`config.mk`:
```
export PLATFORM = sky130hd
export DESIGN_NAME = one_wire_uart_request_reader
export DESIGN_NICKNAME = d
export VERILOG_FILES = /design/src/hw/rtl/owur_pkg.sv /design/src/hw/rtl/owur_cfg.sv /design/src/hw/rtl/owur_core.sv /design/src/hw/rtl/owur_obuf.sv /design/src/hw/rtl/one_wire_uart_request_reader.sv
export SDC_FILE = /design/constraint.sdc
export NUM_CORES = 1
export LEC_CHECK = 0
export BUFFER_PORTS_ARGS = -buffer_cell sky130_fd_sc_hd__buf_2
export CAP_MARGIN = 5
export CELL_PAD_IN_SITES_DETAIL_PLACEMENT = 1
export CELL_PAD_IN_SITES_GLOBAL_PLACEMENT = 2
export CORE_ASPECT_RATIO = 2
export CORE_MARGIN = 1.5
export CORE_UTILIZATION = 34
export CTS_BUF_LIST = sky130_fd_sc_hd__clkbuf_16
export DETAILED_ROUTE_END_ITERATION = 6
export GPL_TIMING_DRIVEN = 0
export PLACE_DENSITY = 0.8
export SYNTH_ARGS = -nofsm -noshare
export SYNTH_HDL_FRONTEND = slang
export SYNTH_SLANG_ARGS = --single-unit
```
`constraint.sdc`:
```
create_clock -name clk -period 6 [get_ports clk]
set_clock_uncertainty 0.1 [all_clocks]
set_input_delay 0.9 -clock clk [delete_from_list [all_inputs] [get_ports clk]]
set_output_delay 0.9 -clock clk [all_outputs]
set_load 0.05 [all_outputs]
```
`src/hw/rtl/owur_pkg.sv`:
```
// Package: shared types, phase codes and constants for the single-wire UART request reader.
`default_nettype none
package owur_pkg;

    localparam int PERIOD_BITS_DEF = 16;
    localparam int CODE_BITS = 8;
    localparam int RESP_BITS = 16;
    localparam int DATA_BITS = 32;
    localparam int ADDR_BITS = 3;

    localparam logic [3:0] TX_BITS = 4'd10;
    localparam logic [3:0] RX_BITS = 4'd8;
    localparam logic [3:0] STOP_BIT_IDX = 4'd9;

    localparam int BIT_PERIOD_RESET = 104;
    localparam logic [CODE_BITS-1:0] REQUEST_CODE_RESET = 8'd80;

    localparam logic REG_BIT_PERIOD = 1'b0;
    localparam logic REG_REQUEST_CODE = 1'b1;

    typedef enum logic [4:0] {
        PH_IDLE   = 5'b00001,
        PH_TX     = 5'b00010,
        PH_WAIT   = 5'b00100,
        PH_SAMPLE = 5'b01000,
        PH_GAP    = 5'b10000
    } phase_t;

    typedef struct packed {
        logic                 line_out;
        logic                 drive_enable;
        logic                 busy_res;
        logic                 done_res;
        logic [RESP_BITS-1:0] response;
    } res_t;

endpackage
`default_nettype wire

```
`src/hw/rtl/owur_cfg.sv`:
```
// Configuration registers behind the APB-style port.
`default_nettype none
module owur_cfg #(
    parameter int PERIOD_BITS = owur_pkg::PERIOD_BITS_DEF
) (
    input  wire logic                                clk,
    input  wire logic                                rst_n,
    input  wire logic                                psel,
    input  wire logic                                penable,
    input  wire logic                                pwrite,
    input  wire logic [owur_pkg::ADDR_BITS-1:0]      paddr,
    input  wire logic [owur_pkg::DATA_BITS-1:0]      pwdata,
    output logic      [owur_pkg::DATA_BITS-1:0]      prdata,
    output logic                                     pready,
    output logic      [PERIOD_BITS-1:0]              bit_period,
    output logic      [owur_pkg::CODE_BITS-1:0]      request_code
);

    logic [PERIOD_BITS-1:0]         bit_period_reg;
    logic [owur_pkg::CODE_BITS-1:0] request_code_reg;
    logic                           wr_en;

    assign pready = 1'b1;
    assign wr_en  = psel && penable && pwrite && pready;

    always_ff @(posedge clk or negedge rst_n)
    begin
        if (!rst_n)
        begin
            bit_period_reg   <= PERIOD_BITS'(owur_pkg::BIT_PERIOD_RESET);
            request_code_reg <= owur_pkg::REQUEST_CODE_RESET;
        end
        else if (wr_en)
        begin
            unique case (paddr[2])
                owur_pkg::REG_BIT_PERIOD:
                    bit_period_reg <= pwdata[PERIOD_BITS-1:0];
                owur_pkg::REG_REQUEST_CODE:
                    request_code_reg <= pwdata[owur_pkg::CODE_BITS-1:0];
                default:
                    bit_period_reg <= bit_period_reg;
            endcase
        end
    end

    always_comb
    begin
        unique case (paddr[2])
            owur_pkg::REG_BIT_PERIOD:
                prdata = owur_pkg::DATA_BITS'(bit_period_reg);
            owur_pkg::REG_REQUEST_CODE:
                prdata = owur_pkg::DATA_BITS'(request_code_reg);
            default:
                prdata = '0;
        endcase
    end

    assign bit_period   = bit_period_reg;
    assign request_code = request_code_reg;

endmodule
`default_nettype wire

```
`src/hw/rtl/owur_core.sv`:
```
// Transaction state and per-tick next-state and result logic.
`default_nettype none
module owur_core #(
    parameter int PERIOD_BITS = owur_pkg::PERIOD_BITS_DEF
) (
    input  wire logic                           clk,
    input  wire logic                           rst_n,
    input  wire logic                           step,
    input  wire logic                           start_req,
    input  wire logic                           line_in,
    input  wire logic [PERIOD_BITS-1:0]         bit_period,
    input  wire logic [owur_pkg::CODE_BITS-1:0] request_code,
    output owur_pkg::res_t                      res
);

    localparam int TW = PERIOD_BITS + 2;

    owur_pkg::phase_t               phase_reg, phase_next;
    logic [TW-1:0]                  tick_reg, tick_next;
    logic [3:0]                     bit_reg, bit_next;
    logic [7:0]                     shift_reg, shift_next;
    logic [7:0]                     first_reg, first_next;
    logic                           byte_reg, byte_next;

    logic [TW-1:0]                  tick_inc;
    logic [TW-1:0]                  p_ext;
    logic [TW-1:0]                  p_x3;
    logic [TW-1:0]                  p_x2;
    logic [TW-1:0]                  p_first;
    logic [TW-1:0]                  target;
    logic [3:0]                     bit_inc;
    logic [2:0]                     code_idx;
    logic                           done;
    logic [owur_pkg::RESP_BITS-1:0] resp;
    logic                           drive;
    logic                           level;

    always_comb
    begin
        p_ext    = TW'(bit_period);
        p_x2     = p_ext << 1;
        p_x3     = p_ext + p_x2;
        p_first  = p_ext + (p_ext >> 1);
        target   = (bit_reg == 4'd0) ? p_first : p_ext;
        tick_inc = tick_reg + TW'(1);
        bit_inc  = bit_reg + 4'd1;

        phase_next = phase_reg;
        tick_next  = tick_reg;
        bit_next   = bit_reg;
        shift_next = shift_reg;
        first_next = first_reg;
        byte_next  = byte_reg;
        done       = 1'b0;
        resp       = '0;

        unique case (phase_reg)
            owur_pkg::PH_IDLE:
            begin
                if (start_req)
                begin
                    if (bit_period == '0)
                    begin
                        done = 1'b1;
                    end
                    else
                    begin
                        phase_next = owur_pkg::PH_TX;
                        bit_next   = 4'd0;
                        tick_next  = TW'(1);
                    end
                end
            end
            owur_pkg::PH_TX:
            begin
                if (tick_reg >= p_ext)
                begin
                    if (bit_inc >= owur_pkg::TX_BITS)
                    begin
                        phase_next = owur_pkg::PH_WAIT;
                        bit_next   = 4'd0;
                        tick_next  = '0;
                    end
                    else
                    begin
                        bit_next  = bit_inc;
                        tick_next = TW'(1);
                    end
                end
                else
                begin
                    tick_next = tick_inc;
                end
            end
            owur_pkg::PH_WAIT:
            begin
                tick_next = tick_inc;
                if (!line_in || tick_inc >= p_x3)
                begin
                    phase_next = owur_pkg::PH_SAMPLE;
                    bit_next   = 4'd0;
                    shift_next = '0;
                    tick_next  = '0;
                end
            end
            owur_pkg::PH_SAMPLE:
            begin
                tick_next = tick_inc;
                if (tick_inc >= target)
                begin
                    shift_next              = shift_reg;
                    shift_next[bit_reg[2:0]] = shift_reg[bit_reg[2:0]] | line_in;
                    tick_next               = '0;
                    bit_next                = bit_inc;
                    if (bit_inc >= owur_pkg::RX_BITS)
                    begin
                        phase_next = owur_pkg::PH_GAP;
                        bit_next   = 4'd0;
                    end
                end
            end
            owur_pkg::PH_GAP:
            begin
                tick_next = tick_inc;
                if (tick_inc >= p_x2)
                begin
                    tick_next = '0;
                    if (!byte_reg)
                    begin
                        first_next = shift_reg;
                        byte_next  = 1'b1;
                        phase_next = owur_pkg::PH_WAIT;
                    end
                    else
                    begin
                        done       = 1'b1;
                        resp       = {first_reg, shift_reg};
                        byte_next  = 1'b0;
                        phase_next = owur_pkg::PH_IDLE;
                    end
                end
            end
            default:
            begin
                phase_next = owur_pkg::PH_IDLE;
                tick_next  = '0;
                bit_next   = 4'd0;
            end
        endcase

        drive    = (phase_next == owur_pkg::PH_TX);
        code_idx = 3'(bit_next - 4'd1);
        if (bit_next == 4'd0)
        begin
            level = 1'b0;
        end
        else if (bit_next >= owur_pkg::STOP_BIT_IDX)
        begin
            level = 1'b1;
        end
        else
        begin
            level = request_code[code_idx];
        end

        res.line_out     = drive & level;
        res.drive_enable = drive;
        res.busy_res     = (phase_next != owur_pkg::PH_IDLE);
        res.done_res     = done;
        res.response     = resp;
    end

    always_ff @(posedge clk or negedge rst_n)
    begin
        if (!rst_n)
        begin
            phase_reg <= owur_pkg::PH_IDLE;
            tick_reg  <= '0;
            bit_reg   <= '0;
            shift_reg <= '0;
            first_reg <= '0;
            byte_reg  <= 1'b0;
        end
        else if (step)
        begin
            phase_reg <= phase_next;
            tick_reg  <= tick_next;
            bit_reg   <= bit_next;
            shift_reg <= shift_next;
            first_reg <= first_next;
            byte_reg  <= byte_next;
        end
    end

    a_done_not_busy: assert property (@(posedge clk) disable iff (!rst_n)
        step && res.done_res |=> phase_reg == owur_pkg::PH_IDLE)
        else $error("done item left a transaction open");

    a_drive_in_tx: assert property (@(posedge clk) disable iff (!rst_n)
        step && res.drive_enable |=> phase_reg == owur_pkg::PH_TX && bit_reg < owur_pkg::TX_BITS)
        else $error("wire driven outside the transmit phase");

    a_rx_index: assert property (@(posedge clk) disable iff (!rst_n)
        phase_reg == owur_pkg::PH_SAMPLE |-> bit_reg < owur_pkg::RX_BITS)
        else $error("receive bit index out of range");

endmodule
`default_nettype wire

```
`src/hw/rtl/owur_obuf.sv`:
```
// Result register with a skid stage toward the output stream.
`default_nettype none
module owur_obuf (
    input  wire logic           clk,
    input  wire logic           rst_n,
    input  wire logic           push,
    input  owur_pkg::res_t      push_data,
    output logic                can_push,
    output logic                out_valid,
    input  wire logic           out_ready,
    output owur_pkg::res_t      out_data
);

    logic           main_valid_reg, main_valid_next;
    logic           skid_valid_reg, skid_valid_next;
    owur_pkg::res_t main_data_reg, main_data_next;
    owur_pkg::res_t skid_data_reg, skid_data_next;
    logic           pop;

    assign pop      = main_valid_reg && out_ready;
    assign can_push = !skid_valid_reg;

    always_comb
    begin
        main_valid_next = main_valid_reg;
        skid_valid_next = skid_valid_reg;
        main_data_next  = main_data_reg;
        skid_data_next  = skid_data_reg;
        priority if (!main_valid_reg)
        begin
            main_valid_next = push;
            main_data_next  = push_data;
        end
        else if (pop)
        begin
            if (skid_valid_reg)
            begin
                main_data_next  = skid_data_reg;
                skid_valid_next = 1'b0;
            end
            else
            begin
                main_valid_next = push;
                main_data_next  = push_data;
            end
        end
        else if (push)
        begin
            skid_valid_next = 1'b1;
            skid_data_next  = push_data;
        end
    end

    always_ff @(posedge clk or negedge rst_n)
    begin
        if (!rst_n)
        begin
            main_valid_reg <= 1'b0;
            skid_valid_reg <= 1'b0;
        end
        else
        begin
            main_valid_reg <= main_valid_next;
            skid_valid_reg <= skid_valid_next;
        end
    end

    always_ff @(posedge clk)
    begin
        main_data_reg <= main_data_next;
        skid_data_reg <= skid_data_next;
    end

    assign out_valid = main_valid_reg;
    assign out_data  = main_data_reg;

    a_skid_behind_main: assert property (@(posedge clk) disable iff (!rst_n)
        skid_valid_reg |-> main_valid_reg)
        else $error("skid stage holds an item ahead of the result register");

    a_no_drop: assert property (@(posedge clk) disable iff (!rst_n)
        push && main_valid_reg && !pop |=> skid_valid_reg && skid_data_reg == $past(push_data))
        else $error("pushed item lost while output stalled");

endmodule
`default_nettype wire

```
`src/hw/rtl/one_wire_uart_request_reader.sv`:
```
// Top level: single-wire half-duplex UART request reader with stream and APB ports.
// A result item for an accepted tick is registered in the result register or the skid stage.
// Throughput: one tick item per cycle while the skid stage is empty; the per-tick logic runs
// between state and result registers; a skid stage keeps input open for one stalled result.
// Reset (rst_n low, asynchronous): phase idle, counters cleared, output stream empty,
// bit_period 104 and request_code 80.
`default_nettype none
module one_wire_uart_request_reader #(
    parameter int PERIOD_BITS = owur_pkg::PERIOD_BITS_DEF
) (
    input  wire logic                           clk,
    input  wire logic                           rst_n,
    input  wire logic                           s_tvalid,
    output logic                                s_tready,
    input  wire logic [7:0]                     s_tdata,  // [0] start_req, [1] line_in
    output logic                                m_tvalid,
    input  wire logic                           m_tready,
    output logic      [23:0]                    m_tdata,  // [0] line_out, [1] drive_enable,
                                                          // [2] busy_res, [3] done_res,
                                                          // [19:4] response
    input  wire logic                           psel,
    input  wire logic                           penable,
    input  wire logic                           pwrite,
    input  wire logic [owur_pkg::ADDR_BITS-1:0] paddr,
    input  wire logic [owur_pkg::DATA_BITS-1:0] pwdata,
    output logic      [owur_pkg::DATA_BITS-1:0] prdata,
    output logic                                pready
);

    logic [PERIOD_BITS-1:0]         bit_period;
    logic [owur_pkg::CODE_BITS-1:0] request_code;
    logic                           accept;
    owur_pkg::res_t                 step_res;
    owur_pkg::res_t                 out_res;

    assign accept = s_tvalid && s_tready;

    owur_cfg #(
        .PERIOD_BITS (PERIOD_BITS)
    ) u_cfg (
        .clk          (clk),
        .rst_n        (rst_n),
        .psel         (psel),
        .penable      (penable),
        .pwrite       (pwrite),
        .paddr        (paddr),
        .pwdata       (pwdata),
        .prdata       (prdata),
        .pready       (pready),
        .bit_period   (bit_period),
        .request_code (request_code)
    );

    owur_core #(
        .PERIOD_BITS (PERIOD_BITS)
    ) u_core (
        .clk          (clk),
        .rst_n        (rst_n),
        .step         (accept),
        .start_req    (s_tdata[0]),
        .line_in      (s_tdata[1]),
        .bit_period   (bit_period),
        .request_code (request_code),
        .res          (step_res)
    );

    owur_obuf u_obuf (
        .clk       (clk),
        .rst_n     (rst_n),
        .push      (accept),
        .push_data (step_res),
        .can_push  (s_tready),
        .out_valid (m_tvalid),
        .out_ready (m_tready),
        .out_data  (out_res)
    );

    assign m_tdata = {4'b0000, out_res.response, out_res.done_res, out_res.busy_res,
                      out_res.drive_enable, out_res.line_out};

endmodule
`default_nettype wire

```
==> flow_summary.json, run 1 <==
{
  "outcome": "finished with violations",
  "violations": "negative setup slack",
  "fmax_mhz": 162,
  "dr.pass1.iters": 4,
  "syn2layout_area_growth_pct": 19.8,
  "die_w_um": 111,
  "cp-start-kind": "flop",
  "cp_common_cell": "a21oi_2",
  "vias_per_cell": 5.46,
  "yosysWarnings": 0,
  "insertion_delay_ns": 0.38,
  "wl_mm": 23.8,
  "die_y_um": 219,
  "power_uw": 3520,
  "antenna_cells": 0,
  "yosysUniqueCellTypes": 72,
  "fin_crit_ns": 6.16,
  "period_share_pct": 103,
  "worstPathMaxFanout": 3,
  "fin_nets": 1056,
  "final_cell_mix": "ha_1, buf_2, dfrtp_1",
  "r2r_start": "u_cfg.bit_period[1]",
  "synth_area_um2": 7960,
  "r2r_end": "u_obuf.out_data[19]",
  "route.vias.total": 6532,
  "synthesis.instances": 791,
  "worstSetupPathType": "flop to flop",
  "h-tree-depth": 3,
  "holdCritPathClass": "primary input to async pin",
  "cts.clk_slew.worst_paths_ns": 0.08,
  "clockRootBuffer": "clkbuf_16",
  "clock_sinks": 110,
  "grt_pass1_vias": 7187,
  "path_delay_family": "compound AO/OA/AOI/OAI gates",
  "arrival_ns": 6.15,
  "dp_hpwl_mm": 19.1,
  "avgRoutedWirePerCell_um": 19.9,
  "rows": 79,
  "setup_viol": 2,
  "hold_viol": 0,
  "antenna_found_initial": 0,
  "synth_ff_type": "dfrtp_1",
  "critPathCaptureType": "flop",
  "ys_ff_latch": 110,
  "leakage_uw": 0.00444,
  "num_io_pins": 109,
  "worst_slack_ns": -0.159,
  "rsz0062_at_grt": "yes",
  "ff2ff_setup_slack_ns": -0.16,
  "die_area_um2": 24400,
  "crit_path_top_delay_cell": "dfrtp_2",
  "worst_slew_margin_rel_pct": 28.3,
  "gr-total-overflow": 0,
  "avgSynthCellArea_um2": 10.1,
  "grt_max_degree": 49,
  "mostFrequentLayoutCell": "ha_1",
  "ys_seq_area_share_pct": 37.2,
  "worst-path-buf-inv": 2,
  "clock_path_buffers": 2,
  "initial_core_util_pct": 34.4,
  "async_reset_ff_share_pct": 63.6,
  "synth_edf_count": 40,
  "cts_tree": "done",
  "grt_pass1_wl_mm": 37.5,
  "powerDensity_nw_per_um2": 369,
  "routabilityCongestion": 0.879,
  "slowest_delay_ns": 0.45,
  "route.detailed.drc": 0,
  "cts_hold_buf": 0,
  "cp.required_ns": 5.99,
  "drt-initial-drc-count": 164,
  "tightest_slew_ns": 1.08,
  "r2r_cells": 27,
  "drtAntennaViolNets": 0,
  "slew_viol_final": 0,
  "utilization_pct": 41.2,
  "grtUsageTotal_pct": 20.0,
  "drv_cap": 0,
  "num-fill-cells": 2702,
  "drive_gt1_share_pct": 26.9,
  "portBuffers": 62,
  "coreArea_um2": 23100,
  "vdd_drop_max_mv": 0.238,
  "cts_inserted_buffers": 9
}
==> layer usage <==
layer	GRT usage (%)	vias up	wire length, um
li1	-	3106	-
met5	0	-	0
met4	14.9	0	1750
met3	2.21	72	499
met1	16.3	3225	7450
met2	42.1	129	14100
==> area by class of cell <==
type	count	area, um^2	area share, %
Buffer	43	246	2.58
Clock buffer	9	225	2.36
Clock inverter	7	87.6	0.918
Inverter	45	169	1.77
Multi-Input combinational cell	612	4960	52.0
Sequential cell	110	2960	31.1
Tap cell	283	354	3.71
Timing Repair Buffer	87	536	5.61
==> cells in the mapped netlist (8+ instances only) <==
master / instances / share of area, %
ha_1: 97 / 15
dfrtp_1: 64 / 20
mux2_2: 56 / 7.9
o21ai_0: 53 / 3.3
nand2_1: 52 / 2.5
nor2_1: 47 / 2.2
a21oi_1: 44 / 2.8
inv_1: 44 / 2.1
edfxtp_1: 40 / 15
xnor2_1: 23 / 2.5
buf_4: 22 / 2.1
and2_1: 20 / 1.6
clkbuf_1: 20 / 0.94
nand3_1: 16 / 1.0
nor3_1: 15 / 0.94
nand4_1: 13 / 1.0
a21o_1: 10 / 0.94
xor2_1: 10 / 1.1
and3_1: 9 / 0.71
a22o_1: 8 / 0.88
a32o_1: 8 / 1.0
==> worst max path at each step <==
stage / startpoint / to / cells past startpoint
global placement: u_cfg.bit_period[0] / u_obuf.out_data[19] / 26
finish: u_cfg.bit_period[1] / u_obuf.out_data[19] / 27
CTS: u_cfg.bit_period[1] / u_obuf.out_data[19] / 27
global route: u_cfg.bit_period[1] / u_obuf.out_data[19] / 27
detailed placement: u_cfg.bit_period[0] / u_obuf.out_data[19] / 26
floorplan: u_cfg.bit_period[0] / u_obuf.out_data[19] / 26
==> stage by stage <==
stage / TNS [ns] / setup slack [ns] / instance area, um^2 / cells / hold WS, ns
after global placement: -7.97 / -1.28 / 8730 / 1155 / 0.380
after detailed placement: -8.25 / -1.32 / 8770 / 1157 / 0.388
after global routing: -0.802 / -0.417 / 9540 / 1196 / 0.355
after CTS: -0.429 / -0.232 / 9450 / 1190 / 0.343
final: -0.285 / -0.159 / 9540 / 1196 / 0.338
after floorplan: 0 / 0.000233 / 8060 / 810 / 0.371
==> what timing repair did <==
item / in CTS / in global routing
setup buffers: 17 / 6
resized for setup: 41 / 13
pin swaps: 23 / 7
endpoints found under the setup margin: 28 / 11
==> power by group <==
group / switching [uW] / internal (uW) / total (uW) / leakage (uW)
logic: 1170 / 680 / 1850 / 0.00298
registers: 85.2 / 936 / 1020 / 0.00131
clock network: 315 / 333 / 649 / 0.000153
==> logic make-up after synthesis <==
logic type | Yosys count | synth area share, %
AND/OR/NAND/NOR | 211 | 13.7
AO/OA/AOI/OAI | 188 | 15.9
flip-flops | 110 | 37.2
adder cells (fa/ha/maj) | 98 | 15.5
buffers and inverters | 88 | 5.20
multiplexers | 61 | 8.75
XOR/XNOR | 33 | 3.63
other | 2 | 0.0943
Note: power is estimated with default switching activity, not from simulation.
==> run 2: changes to the inputs <==
CELL_PAD_IN_SITES_GLOBAL_PLACEMENT = 1   (was 2)
CORE_UTILIZATION = 41   (was 34)
PLACE_DENSITY = 0.79   (was 0.8)
==> run 2 against run 1 <==
Compared with the run above: the flow still finishes with violations (negative setup slack); design area fell by 1.2%; core utilization rose by 7.9 points; wire length fell by 3.7%; total power fell by 1.7%; sequential cell count did not move; sequential power barely moved; final cell count fell by 2.4%; critical path type unchanged; critical endpoint unchanged; largest cell class unchanged.
==> flow_summary.json, run 2 (synthesized netlist as in run 1, its figures left out) <==
{
  "leakage_uw": 0.00439,
  "antenna_cells": 0,
  "gr-total-overflow": 0,
  "hold_viol": 0,
  "worstSetupPathType": "flop to flop",
  "clock_sinks": 110,
  "h-tree-depth": 3,
  "die_y_um": 200,
  "ff2ff_setup_slack_ns": -0.33,
  "grtUsageTotal_pct": 23.4,
  "drt-initial-drc-count": 258,
  "grt_use_met2_pct": 46.2,
  "outcome": "finished with violations",
  "cts_tree": "done",
  "worst-path-buf-inv": 2,
  "fin_nets": 1051,
  "crit_path_top_delay_cell": "o32a_2",
  "initial_core_util_pct": 41.5,
  "place_ws_ns": -1.38,
  "num_io_pins": 109,
  "cp-start-kind": "flop",
  "vias_per_cell": 5.67,
  "num-fill-cells": 2196,
  "worst_slack_ns": -0.332,
  "period_share_pct": 106,
  "clock_path_buffers": 2,
  "portBuffers": 62,
  "die_w_um": 102,
  "dp_hpwl_mm": 18.1,
  "mostFrequentLayoutCell": "ha_1",
  "holdCritPathClass": "primary input to async pin",
  "cp.required_ns": 6.00,
  "grt_pass1_vias": 7205,
  "violations": "negative setup slack",
  "cp_common_cell": "a21oi_2",
  "rows": 72,
  "worst_slew_margin_rel_pct": 31.1,
  "clockRootBuffer": "clkbuf_16",
  "grt_max_degree": 44,
  "cts_inserted_buffers": 9,
  "fin_crit_ns": 6.33,
  "coreArea_um2": 19200,
  "route.detailed.drc": 0,
  "fmax_mhz": 158,
  "die_area_um2": 20300,
  "drtAntennaViolNets": 0,
  "final_cell_mix": "ha_1, buf_2, dfrtp_1",
  "top_usage_layer": "met2",
  "insertion_delay_ns": 0.37,
  "setup_viol": 2,
  "drv_cap": 0,
  "arrival_ns": 6.33,
  "route.vias.total": 6612,
  "dr.pass1.iters": 4,
  "powerDensity_nw_per_um2": 367,
  "grt_use_met3_pct": 2.34,
  "wl_mm": 22.9,
  "grt.met1_usage_pct": 21.3,
  "fin_cells": 1167,
  "tightest_slew_ns": 1.03,
  "slowest_delay_ns": 0.47,
  "drive_gt1_share_pct": 26.3,
  "vdd_drop_max_mv": 0.163,
  "utilization_pct": 49.1,
  "worstPathMaxFanout": 4,
  "rsz0062_at_grt": "yes",
  "antenna_found_initial": 0,
  "syn2layout_area_growth_pct": 18.3,
  "avgRoutedWirePerCell_um": 19.6,
  "dp.cells": 1133,
  "path_delay_family": "compound AO/OA/AOI/OAI gates",
  "routabilityCongestion": 0.901,
  "grt_pass1_wl_mm": 36.2,
  "critPathCaptureType": "flop",
  "slew_viol_final": 0,
  "cts.clk_slew.worst_paths_ns": 0.08
}
-- run 2: metrics by stage --
stage                     total power (uW)  hold WS (ns)  TNS, ns  instance area (um^2)
final                                 3460         0.352   -0.626                  9420
after detailed placement              2670         0.385    -5.64                  8740
after global placement                2600         0.380    -4.28                  8700
after CTS                             3430         0.364   -0.478                  9350
after floorplan                       2230         0.371        0                  8060
after global routing                  3680         0.372    -1.24                  9420
-- run 2: where the power goes --
group          switching (uW)  internal (uW)  total, uW  leakage, uW
registers                85.7            936       1020      0.00131
clock network             320            338        658     0.000155
logic                    1140            642       1780      0.00293
-- run 2: final timing paths --
check / startpoint / endpoint / cells after the start
worst min register to register: u_core.first_reg[0] / u_core.first_reg[0] / 1
worst min-delay path: rst_n / u_core.tick_reg[15] / 1
worst max register to register: u_cfg.bit_period[1] / u_obuf.out_data[19] / 27
min in group clk: u_core.first_reg[0] / u_core.first_reg[0] / 1
max in group asynchronous: rst_n / u_core.phase_reg[0] / 2
worst max-delay path: u_cfg.bit_period[1] / u_obuf.out_data[19] / 27
-- run 2: metal layers --
metal | share of wire [%] | vias to the layer above
met2 | 58 | 176
met1 | 33 | 3269
li1 | - | 3092
met5 | 0 | -
met4 | 6.3 | 0
met3 | 2.3 | 75
-- run 2: timing repair --
action | CTS | global route
pin swaps | 16 | 7
setup buffers | 11 | 7
gates resized for setup | 38 | 10
hold buffers | 0 | 0
endpoints found under the setup margin | 19 | 19
-- run 2: area by class of cell --
type | count | area [um^2] | area share, %
multi-input combinational | 612 | 4890 | 51.9
sequential | 110 | 2960 | 31.5
timing repair buffer | 82 | 498 | 5.28
tap | 259 | 324 | 3.44
buffer | 43 | 246 | 2.62
clock buffer | 9 | 225 | 2.39
inverter | 45 | 169 | 1.79
clock inverter | 7 | 101 | 1.08
